### config.mk
export PLATFORM = sky130hd
export DESIGN_NAME = scope_autoset_gear_select_top
export DESIGN_NICKNAME = d
export VERILOG_FILES = /design/src/rtl/sags_pkg.sv /design/src/rtl/sags_mul.sv /design/src/rtl/sags_scale.sv /design/src/rtl/sags_decide.sv /design/src/rtl/scope_autoset_gear_select_top.sv
export SDC_FILE = /design/constraint.sdc
export NUM_CORES = 2
export LEC_CHECK = 0
export ABC_CLOCK_PERIOD_IN_PS = 10100
export BUFFER_PORTS_ARGS = -buffer_cell sky130_fd_sc_hd__buf_4
export CORE_MARGIN = 5
export CORE_UTILIZATION = 30
export CTS_BUF_LIST = sky130_fd_sc_hd__clkbuf_16
export DETAILED_ROUTE_END_ITERATION = 16
export PLACE_DENSITY_LB_ADDON = 0.05
export SLEW_MARGIN = 20
export SYNTH_ARGS = -nofsm -noshare
export SYNTH_HDL_FRONTEND = slang
export SYNTH_SLANG_ARGS = --single-unit
### constraint.sdc
create_clock -name clk -period 10.1 [get_ports clk]
set_input_delay 2.02 -clock clk [delete_from_list [all_inputs] [get_ports clk]]
set_output_delay 2.02 -clock clk [all_outputs]
set_load 0.005 [all_outputs]
### src/rtl/sags_pkg.sv
// Shared types and constants for the oscilloscope autoset gear selector.
`timescale 1ns / 1ps

package sags_pkg;

  localparam int NUM_TIME_GEARS = 16;

  // Configuration register indexes.
  localparam logic [1:0] CFG_SPAN_GEAR0 = 2'd0;
  localparam logic [1:0] CFG_SPAN_GEAR1 = 2'd1;
  localparam logic [1:0] CFG_SPAN_GEAR2 = 2'd2;
  localparam logic [1:0] CFG_CAL_FACTOR = 2'd3;

  localparam logic [15:0] SPAN_GEAR0_RST = 16'd16000;
  localparam logic [15:0] SPAN_GEAR1_RST = 16'd1600;
  localparam logic [15:0] SPAN_GEAR2_RST = 16'd160;
  localparam logic [15:0] CAL_FACTOR_RST = 16'd16384;

  localparam logic [1:0] VOLT_GEAR_MAX = 2'd2;
  localparam logic [3:0] TIME_GEAR_MAX = 4'd15;
  localparam logic [4:0] TIME_GEAR_STEP = 5'd3;

  // Frequencies at or below this (10 Hz in millihertz) take the slow path.
  localparam logic [31:0] FAST_FREQ_MIN = 32'd10000;

  // A step qualifies once step_us * freq_mhz reaches this product.
  localparam longint TargetProduct = 64'd350000000;

  localparam longint StepUs [NUM_TIME_GEARS] = '{
    10, 20, 50, 100, 200, 500, 1000, 2000,
    5000, 10000, 20000, 50000, 100000, 200000, 500000, 1000000
  };

  // Smallest frequency for which each step qualifies.
  localparam logic [31:0] STEP_FREQ_MIN [NUM_TIME_GEARS] = '{
    32'((TargetProduct + StepUs[0] - 1) / StepUs[0]),
    32'((TargetProduct + StepUs[1] - 1) / StepUs[1]),
    32'((TargetProduct + StepUs[2] - 1) / StepUs[2]),
    32'((TargetProduct + StepUs[3] - 1) / StepUs[3]),
    32'((TargetProduct + StepUs[4] - 1) / StepUs[4]),
    32'((TargetProduct + StepUs[5] - 1) / StepUs[5]),
    32'((TargetProduct + StepUs[6] - 1) / StepUs[6]),
    32'((TargetProduct + StepUs[7] - 1) / StepUs[7]),
    32'((TargetProduct + StepUs[8] - 1) / StepUs[8]),
    32'((TargetProduct + StepUs[9] - 1) / StepUs[9]),
    32'((TargetProduct + StepUs[10] - 1) / StepUs[10]),
    32'((TargetProduct + StepUs[11] - 1) / StepUs[11]),
    32'((TargetProduct + StepUs[12] - 1) / StepUs[12]),
    32'((TargetProduct + StepUs[13] - 1) / StepUs[13]),
    32'((TargetProduct + StepUs[14] - 1) / StepUs[14]),
    32'((TargetProduct + StepUs[15] - 1) / StepUs[15])
  };

  typedef struct packed {
    logic [15:0]        vpp_mv;
    logic signed [15:0] avg_mv;
    logic [31:0]        freq_mhz;
    logic [1:0]         cur_volt_gear;
    logic [3:0]         cur_time_gear;
  } meas_t;

  typedef struct packed {
    logic [15:0] span_gear0_mv;
    logic [15:0] span_gear1_mv;
    logic [15:0] span_gear2_mv;
    logic [15:0] cal_factor_q14;
  } cfg_regs_t;

  typedef struct packed {
    meas_t       meas;
    logic [1:0]  eff_gear;
    logic [31:0] denom;
  } mul_stage_t;

  typedef struct packed {
    logic signed [15:0] avg_mv;
    logic [1:0]         cur_volt_gear;
    logic [1:0]         eff_gear;
    logic [3:0]         cur_time_gear;
    logic [21:0]        vpp_x33;
    logic [24:0]        vpp_x330;
    logic [27:0]        vpp_x3300;
    logic [36:0]        denom_x31;
    logic               fast;
    logic [3:0]         fast_gear;
  } scale_stage_t;

  typedef struct packed {
    logic [1:0]         next_volt_gear;
    logic               volt_gear_changed;
    logic signed [15:0] trigger_level_mv;
    logic [3:0]         next_time_gear;
    logic               time_gear_changed;
  } result_t;

endpackage

### src/rtl/sags_mul.sv
// First stage: span selection and span times calibration product.
`timescale 1ns / 1ps

module sags_mul import sags_pkg::*; (
  input  logic       clk,
  input  logic       en,
  input  meas_t      meas,
  input  cfg_regs_t  cfg,
  output mul_stage_t stage_r
);

  logic [1:0]  eff_gear;
  logic [15:0] span_sel;
  mul_stage_t  stage_nxt;

  always_comb begin
    eff_gear = (meas.cur_volt_gear > VOLT_GEAR_MAX) ? VOLT_GEAR_MAX : meas.cur_volt_gear;
    case (eff_gear)
      2'd0:    span_sel = cfg.span_gear0_mv;
      2'd1:    span_sel = cfg.span_gear1_mv;
      default: span_sel = cfg.span_gear2_mv;
    endcase
    stage_nxt.meas     = meas;
    stage_nxt.eff_gear = eff_gear;
    stage_nxt.denom    = {16'd0, span_sel} * {16'd0, cfg.cal_factor_q14};
  end

  always_ff @(posedge clk) begin
    if (en) begin
      stage_r <= stage_nxt;
    end
  end

endmodule

### src/rtl/sags_scale.sv
// Second stage: constant scaling of both sides and timebase threshold search.
`timescale 1ns / 1ps

module sags_scale import sags_pkg::*; (
  input  logic         clk,
  input  logic         en,
  input  mul_stage_t   stage,
  output scale_stage_t stage_r
);

  scale_stage_t stage_nxt;
  logic [3:0]   fast_gear;

  // Thresholds fall with the index, so the first qualifying step wins.
  always_comb begin
    fast_gear = TIME_GEAR_MAX;
    for (int i = NUM_TIME_GEARS - 1; i >= 0; i--) begin
      if (stage.meas.freq_mhz >= STEP_FREQ_MIN[i]) begin
        fast_gear = 4'(i);
      end
    end
  end

  always_comb begin
    stage_nxt.avg_mv        = stage.meas.avg_mv;
    stage_nxt.cur_volt_gear = stage.meas.cur_volt_gear;
    stage_nxt.eff_gear      = stage.eff_gear;
    stage_nxt.cur_time_gear = stage.meas.cur_time_gear;
    stage_nxt.vpp_x33       = {6'd0, stage.meas.vpp_mv} * 22'd33;
    stage_nxt.vpp_x330      = {9'd0, stage.meas.vpp_mv} * 25'd330;
    stage_nxt.vpp_x3300     = {12'd0, stage.meas.vpp_mv} * 28'd3300;
    stage_nxt.denom_x31     = {stage.denom, 5'd0} - {5'd0, stage.denom};
    stage_nxt.fast          = stage.meas.freq_mhz > FAST_FREQ_MIN;
    stage_nxt.fast_gear     = fast_gear;
  end

  always_ff @(posedge clk) begin
    if (en) begin
      stage_r <= stage_nxt;
    end
  end

endmodule

### src/rtl/sags_decide.sv
// Third stage: swing comparisons, gear decisions and the result register.
`timescale 1ns / 1ps

module sags_decide import sags_pkg::*; (
  input  logic         clk,
  input  logic         en,
  input  scale_stage_t stage,
  output result_t      result_r
);

  logic       above_hi;
  logic       below_lo;
  logic       below_mid;
  logic [1:0] volt_nxt;
  logic [4:0] slow_sum;
  logic [3:0] time_nxt;
  result_t    result_nxt;

  always_comb begin
    above_hi  = {1'b0, stage.vpp_x33, 14'd0} > stage.denom_x31;
    below_lo  = {stage.vpp_x3300, 14'd0} < {5'd0, stage.denom_x31};
    below_mid = {stage.vpp_x330, 14'd0} < {2'd0, stage.denom_x31};

    volt_nxt = stage.eff_gear;
    if (above_hi) begin
      volt_nxt = 2'd0;
    end else if (stage.eff_gear == 2'd0 && below_lo) begin
      volt_nxt = VOLT_GEAR_MAX;
    end else if (below_mid && stage.eff_gear < VOLT_GEAR_MAX) begin
      volt_nxt = stage.eff_gear + 2'd1;
    end

    slow_sum = {1'b0, stage.cur_time_gear} + TIME_GEAR_STEP;
    if (stage.fast) begin
      time_nxt = stage.fast_gear;
    end else if (slow_sum > {1'b0, TIME_GEAR_MAX}) begin
      time_nxt = TIME_GEAR_MAX;
    end else begin
      time_nxt = slow_sum[3:0];
    end

    result_nxt.next_volt_gear    = volt_nxt;
    result_nxt.volt_gear_changed = volt_nxt != stage.cur_volt_gear;
    result_nxt.trigger_level_mv  = stage.avg_mv;
    result_nxt.next_time_gear    = time_nxt;
    result_nxt.time_gear_changed = time_nxt != stage.cur_time_gear;
  end

  always_ff @(posedge clk) begin
    if (en) begin
      result_r <= result_nxt;
    end
  end

endmodule

### src/rtl/scope_autoset_gear_select_top.sv
// Top level of the oscilloscope autoset gear selector: config, pipeline control, checks.
//
//   Channel  Direction  Handshake         Payload
//   in_      input      valid / stall     vpp, avg, freq, current gears
//   out_     output     valid / stall     next gears, changed flags, trigger level
//   cfg_     input      valid / ready     2-bit register index, 16-bit data
//
// One request enters per cycle while in_stall is low.
// The depth is set by the three register stages: multiply, constant scale, compare.
// Reset clears the stage valid bits and loads the default spans and calibration.
// A stalled output holds its result; earlier stages keep filling bubbles meanwhile.
// The configuration port is always ready.
`timescale 1ns / 1ps

module scope_autoset_gear_select_top import sags_pkg::*; (
  input  logic               clk,
  input  logic               rst_n,
  input  logic               in_valid,
  output logic               in_stall,
  input  logic [15:0]        in_vpp_mv,
  input  logic signed [15:0] in_avg_mv,
  input  logic [31:0]        in_freq_mhz,
  input  logic [1:0]         in_cur_volt_gear,
  input  logic [3:0]         in_cur_time_gear,
  output logic               out_valid,
  input  logic               out_stall,
  output logic [1:0]         out_next_volt_gear,
  output logic               out_volt_gear_changed,
  output logic signed [15:0] out_trigger_level_mv,
  output logic [3:0]         out_next_time_gear,
  output logic               out_time_gear_changed,
  input  logic               cfg_valid,
  output logic               cfg_ready,
  input  logic [1:0]         cfg_index,
  input  logic [15:0]        cfg_data
);

  cfg_regs_t    cfg_r;
  cfg_regs_t    cfg_nxt;
  meas_t        meas;
  mul_stage_t   mul_stage;
  scale_stage_t scale_stage;
  result_t      result;
  logic         v1_r, v2_r, v3_r;
  logic         v1_nxt, v2_nxt, v3_nxt;
  logic         en1, en2, en3;

  assign cfg_ready = 1'b1;

  always_comb begin
    cfg_nxt = cfg_r;
    if (cfg_valid && cfg_ready) begin
      case (cfg_index)
        CFG_SPAN_GEAR0: cfg_nxt.span_gear0_mv  = cfg_data;
        CFG_SPAN_GEAR1: cfg_nxt.span_gear1_mv  = cfg_data;
        CFG_SPAN_GEAR2: cfg_nxt.span_gear2_mv  = cfg_data;
        CFG_CAL_FACTOR: cfg_nxt.cal_factor_q14 = cfg_data;
        default:        cfg_nxt = cfg_r;
      endcase
    end
  end

  always_ff @(posedge clk) begin
    if (!rst_n) begin
      cfg_r.span_gear0_mv  <= SPAN_GEAR0_RST;
      cfg_r.span_gear1_mv  <= SPAN_GEAR1_RST;
      cfg_r.span_gear2_mv  <= SPAN_GEAR2_RST;
      cfg_r.cal_factor_q14 <= CAL_FACTOR_RST;
    end else begin
      cfg_r <= cfg_nxt;
    end
  end

  // Each stage advances when it is empty or the stage after it advances.
  always_comb begin
    en3      = !v3_r || !out_stall;
    en2      = !v2_r || en3;
    en1      = !v1_r || en2;
    in_stall = !en1;
    v1_nxt   = en1 ? in_valid : v1_r;
    v2_nxt   = en2 ? v1_r : v2_r;
    v3_nxt   = en3 ? v2_r : v3_r;
  end

  always_ff @(posedge clk) begin
    if (!rst_n) begin
      v1_r <= 1'b0;
      v2_r <= 1'b0;
      v3_r <= 1'b0;
    end else begin
      v1_r <= v1_nxt;
      v2_r <= v2_nxt;
      v3_r <= v3_nxt;
    end
  end

  assign meas.vpp_mv        = in_vpp_mv;
  assign meas.avg_mv        = in_avg_mv;
  assign meas.freq_mhz      = in_freq_mhz;
  assign meas.cur_volt_gear = in_cur_volt_gear;
  assign meas.cur_time_gear = in_cur_time_gear;

  sags_mul u_mul (
    .clk     (clk),
    .en      (en1),
    .meas    (meas),
    .cfg     (cfg_r),
    .stage_r (mul_stage)
  );

  sags_scale u_scale (
    .clk     (clk),
    .en      (en2),
    .stage   (mul_stage),
    .stage_r (scale_stage)
  );

  sags_decide u_decide (
    .clk      (clk),
    .en       (en3),
    .stage    (scale_stage),
    .result_r (result)
  );

  assign out_valid             = v3_r;
  assign out_next_volt_gear    = result.next_volt_gear;
  assign out_volt_gear_changed = result.volt_gear_changed;
  assign out_trigger_level_mv  = result.trigger_level_mv;
  assign out_next_time_gear    = result.next_time_gear;
  assign out_time_gear_changed = result.time_gear_changed;

  a_vert_range: assert property (@(posedge clk) disable iff (!rst_n)
    out_valid |-> out_next_volt_gear <= VOLT_GEAR_MAX)
    else $error("vertical gear out of range");

  a_accept_enters: assert property (@(posedge clk) disable iff (!rst_n)
    (in_valid && !in_stall) |=> v1_r)
    else $error("accepted request did not enter the first stage");

  a_stage2_holds: assert property (@(posedge clk) disable iff (!rst_n)
    (v2_r && !en2) |=> v2_r)
    else $error("stalled second stage lost its request");

  a_stage_moves: assert property (@(posedge clk) disable iff (!rst_n)
    (v1_r && en2) |=> v2_r)
    else $error("request did not advance into the second stage");

endmodule
=== After elaboration in Yosys (flattened, before gate mapping) ===
Index checks and enable logic that the tools add are counted.

* Register bits: 333
* Input port bits: 93
* Output and inout port bits: 27
* Word-level logic and storage cells: 108

* Add/subtract/negate cells: 3
* $mul: 4
* Order comparisons: 22
* Equal/unequal tests: 6
* Mux-type cells: 21
* Reductions and logical operators: 20

{| class="wikitable"
|+ Operators with widths
! operator !! number
|-
| $lt A42 B37 Y1 || 1
|-
| $lt A39 B37 Y1 || 1
|-
| $gt A36 B37 Y1 || 1
|-
| $sub A37 B32 Y37 || 1
|-
| $ge A32 B10 Y1 const B || 1
|-
| $ge A32 B11 Y1 const B || 1
|-
| $ge A32 B12 Y1 const B || 1
|-
| $ge A32 B13 Y1 const B || 1
|-
| $ge A32 B15 Y1 const B || 1
|-
| $ge A32 B16 Y1 const B || 1
|-
| $ge A32 B17 Y1 const B || 1
|-
| $ge A32 B18 Y1 const B || 1
|-
| $ge A32 B19 Y1 const B || 1
|-
| $ge A32 B20 Y1 const B || 1
|-
| $ge A32 B21 Y1 const B || 1
|-
| $ge A32 B22 Y1 const B || 1
|-
| $ge A32 B23 Y1 const B || 1
|-
| $ge A32 B25 Y1 const B || 1
|-
| $ge A32 B26 Y1 const B || 1
|-
| $gt A32 B14 Y1 const B || 1
|-
| $mul A16 B16 Y32 || 1
|-
| $pmux W16 S2 || 1
|-
| $mul A16 B10 Y26 const B || 1
|-
| $mul A16 B8 Y24 const B || 1
|-
| other kinds (22) || 52
|}

=== Longest topological paths before layout ===
* Word-level depth: 15
* Gate-level depth with buffers: 28
* Gate-level depth less buffers: 26

=== By module ===
Synthesis repeated with hierarchy kept, for this count alone.

* Cell total of the unflattened synthesis: 2,875
* Area, all modules: 29,772.3 sq um

{| class="wikitable"
|+ By module, submodules not included
! module !! instances !! cells each !! area an instance (sq um) !! seq. area each (sq um)
|-
| sags_scale || 1 || 1,192 || 12,500.7 || 3,993.8
|-
| sags_mul || 1 || 1,156 || 12,064.1 || 3,123.0
|-
| sags_decide || 1 || 270 || 2,623.8 || 720.7
|-
| scope_autoset_gear_select_top || 1 || 257 || 2,583.7 || 1,341.3
|}

=== Least setup slack after synthesis ===
OpenSTA, ideal clock, no wires.

* Path kind: input to register
* Start: input in_cur_volt_gear[0]
* End: register u_mul.stage_r[30] (netlist bit), data pin
* Setup time: 0.263 ns
* Data arrival time: 8.673 ns
* Data required time: 9.837 ns
* Path slack: 1.164 ns
* Stages on the path: 26
* Path buffers: 3
* Cells stage by stage: clkbuf_1 buf_2 mux2i_1 o21ai_0 clkbuf_1 nand2_1 fa_1 fa_1 fa_1 fa_1 inv_1 fa_1 inv_1 fa_1 inv_1 ha_1 a21oi_1 o21ai_0 a31oi_1 o311ai_1 nand2_1 o21ai_1 o41a_1 a21o_1 a311oi_1 xnor2_1

{| class="wikitable"
|+ RTL lines
! element !! RTL line !! RTL
|-
| from (decl) || scope_autoset_gear_select_top.sv:23 || <nowiki>input logic [1:0] in_cur_volt_gear,</nowiki>
|-
| to (signal assigned) || sags_mul.sv:30 || <nowiki>stage_r <= stage_nxt;</nowiki>
|-
| to (decl) || sags_mul.sv:9 || <nowiki>output mul_stage_t stage_r</nowiki>
|}

==> results.py <==
metrics = {
    "run_status": {
        "outcome": "finished clean",
    },
    "synth": {
        "synth_edf_count": 261,
        "syn_nets": 3559,
        "netlist_instances": 2821,
        "seq_area_frac_synth": 0.316,
        "synth.area.top_cells": "edfxtp_1 27%, fa_1 18%, ha_1 16%, inv_1 5.8%, dfxtp_1 4.6%",
        "ys.flop_type": "edfxtp_1",
        "synthesis.area_um2": 29000,
        "async_flop_share": 0,
        "ys_types": 90,
        "synth_area_per_cell_um2": 10.3,
        "ys.warnings.count": 0,
        "ys_seq_elements": 328,
        "yosysTopAreaCell": "edfxtp_1",
        "synth_top_cell_area_share": 0.270,
    },
    "timing": {
        "min_period_ns": 8.42,
        "finalHoldViolCount": 0,
        "fmax_mhz": 119,
        "max_slew_margin": 0.401,
        "final-setup-viol-count": 0,
        "rsz0062_at_grt": "false",
        "drv_slew": 0,
        "skew_ns": 0.0303,
        "layout_setup_ws_ns": 1.68,
        "fin_crit_sh": 0.834,
        "tns_ns": 0,
        "worst_pin_slew_ns": 0.897,
        "hold_slack_ns": 0.413,
    },
    "worst_setup_path": {
        "critPathMaxFanout": 18,
        "critPathBufInv": 6,
        "worstPathRequired_ns": 10.44,
        "path_common_cell": "fa_1",
        "cp-start-kind": "input port",
        "cp_top_family": "adder cells",
        "critPathCaptureType": "flip-flop",
        "cp_data_arrival_time_ns": 8.76,
        "cp_slowest_cell": "fa_1",
        "critPathKind": "in -> reg",
        "max_stage_delay_ns": 0.56,
    },
    "global_route": {
        "first_global_vias": 21400,
        "grt_use_met2": 0.252,
        "grt_use_total": 0.143,
        "grt_pass1_wl_um": 117000,
        "busiest_layer": "met2",
        "grt_use_met3": 0.0205,
        "overflow": 0,
        "antenna_found_initial": 2,
        "use_met1": 0.182,
        "grt_max_degree": 68,
    },
    "cts": {
        "clk_pin_slew_ns": 0.06,
        "cts.repair.resized": 0,
        "cts.sinks": 328,
        "cts_tree": "yes",
        "clockBufferDepth": 3,
        "insertion_delay_ns": 0.62,
        "cts_made_buffers": 44,
        "htreeDepth": 2,
        "root_buffer": "clkbuf_16",
        "ctsHoldBuffers": 0,
        "cts_post_setup_buffers_inserted": 0,
    },
    "route": {
        "final_antenna_net_count": 0,
        "wirelength_um": 73300,
        "drc": 0,
        "drt_iter0_markers": 759,
        "drt-pass1-iter-count": 5,
        "route.vias.total": 19600,
        "vias_per_cell": 4.63,
        "wl_per_cell_um": 17.3,
    },
    "die": {
        "initial_core_util": 0.301,
        "std_cell_rows": 114,
        "coreArea_um2": 96400,
        "die_x_um": 321,
        "dieHeight_um": 321,
        "boundaryPins": 120,
        "dieArea_um2": 103000,
    },
    "power": {
        "power_switching_w": 0.00215,
        "internal_power_w": 0.00387,
        "clockPowerShare": 0.267,
        "combPwrFrac": 0.415,
        "power_density_nw_per_um2": 183,
        "seq_power_share": 0.318,
        "max-vdd-ir-drop_mv": 0.124,
        "swShare": 0.357,
        "cellLeakagePower_nw": 15.3,
    },
    "placed_design": {
        "dpl-instance-area_um2": 31400,
        "hpwl_um": 56100,
        "pre_cts_ws_ns": 1.04,
        "place_congestion": 0.777,
        "dpl.cell_count": 4159,
        "portBuffers": 118,
    },
    "cells_and_area": {
        "antennaDiodeCount": 0,
        "area_growth_pct": 13.3,
        "instances_no_fill": 4239,
        "final_nets": 3667,
        "stdcell_area_um2": 32900,
        "drive_above_1_share": 0.0796,
        "final_common_cell": "inv_1",
        "layout_common_cells": "463 x inv_1, 381 x ha_1, 333 x nand2_1, 264 x fa_1, 261 x edfxtp_1",
    },
    "job": {
        "drv_cap": 0,
    },
    "worst_hold_path": {
        "hold_path.class": "reg -> reg",
    },
}
==> worst paths after layout <==
kind	startpoint	endpoint	slack [ns]	cells after the start
setup / recovery	in_cur_volt_gear[0]	u_mul.stage_r[29]	1.68	26
hold / removal	u_scale.stage_r[132]	u_decide.result_r[12]	0.41	0
setup reg to reg	cfg_r[8]	u_mul.stage_r[29]	3.10	23
hold reg to reg	u_scale.stage_r[132]	u_decide.result_r[12]	0.41	0
==> through the flow <==
step / total power [W] / utilization
finish: 0.00602 / 0.341
floorplan: 0.00379 / -
CTS: 0.00617 / 0.341
global placement: 0.00446 / 0.326
detailed placement: 0.00447 / 0.326
global route: 0.00655 / 0.341
==> state kept, by name (all words and copies together), names as in the netlist <==
signal             cells
cfg_r                 64
u_mul.stage_r        104
u_scale.stage_r      133
u_decide.result_r     24
v2_r                   1
v1_r                   1
out_valid              1
==> synthesized netlist by cell type, types with 15 or more instances <==
master	n
a21oi_1	100
fa_1	264
xor2_1	24
nand2b_1	19
inv_1	452
clkbuf_1	75
nand4_1	22
o21a_1	19
dfxtp_1	67
edfxtp_1	261
xnor2_1	86
a21boi_0	50
nor2b_1	27
nor2_1	78
ha_1	381
nand2_1	334
o21bai_1	15
and3_1	16
a31oi_1	22
mux2i_1	19
and2_1	120
o21ai_0	55
o21ai_1	24
a21o_1	56
nor3_1	39
nand3_1	39
==> power by group through the flow <==
stage          registers [W]  logic, W  clock network [W]
2_1_floorplan        0.00189   0.00191                  0
3_3_place_gp         0.00194   0.00252                  0
3_5_place_dp         0.00195   0.00252                  0
4_1_cts              0.00192   0.00256            0.00169
5_1_grt              0.00194   0.00288            0.00174
6_report             0.00191   0.00250            0.00161
==> metal layers <==
metal | vias to the layer above | wire, µm | part of all wire
met5 | - | 0 | 0
met4 | 0 | 1980 | 0.027
met3 | 95 | 2510 | 0.034
met2 | 264 | 35900 | 0.49
met1 | 9592 | 32900 | 0.45
li1 | 9684 | - | -
==> final cells by class <==
cell class | instances | area [µm²]
Fill cell | 9885 | 63500
Multi-Input combinational cell | 1957 | 17800
Sequential cell | 328 | 9180
Inverter | 453 | 1710
Tap cell | 1276 | 1600
Clock buffer | 44 | 1100
Timing Repair Buffer | 145 | 1090
Clock inverter | 36 | 383
==> kinds of logic (layout without fill, tap and decap cells) <==
family                   Yosys count  in the layout  share of synthesized area
adder cells (fa/ha/maj)          645            645                      0.346
multiplexers                      20             20                    0.00694
buffers and inverters            536            678                     0.0697
flip-flops                       328            328                      0.316
AND/OR/NAND/NOR                  745            745                      0.125
AO/OA/AOI/OAI                    436            436                      0.103
XOR/XNOR                         110            110                     0.0332
other                              1              1                   0.000129
Power figures use the tool's default switching activity.
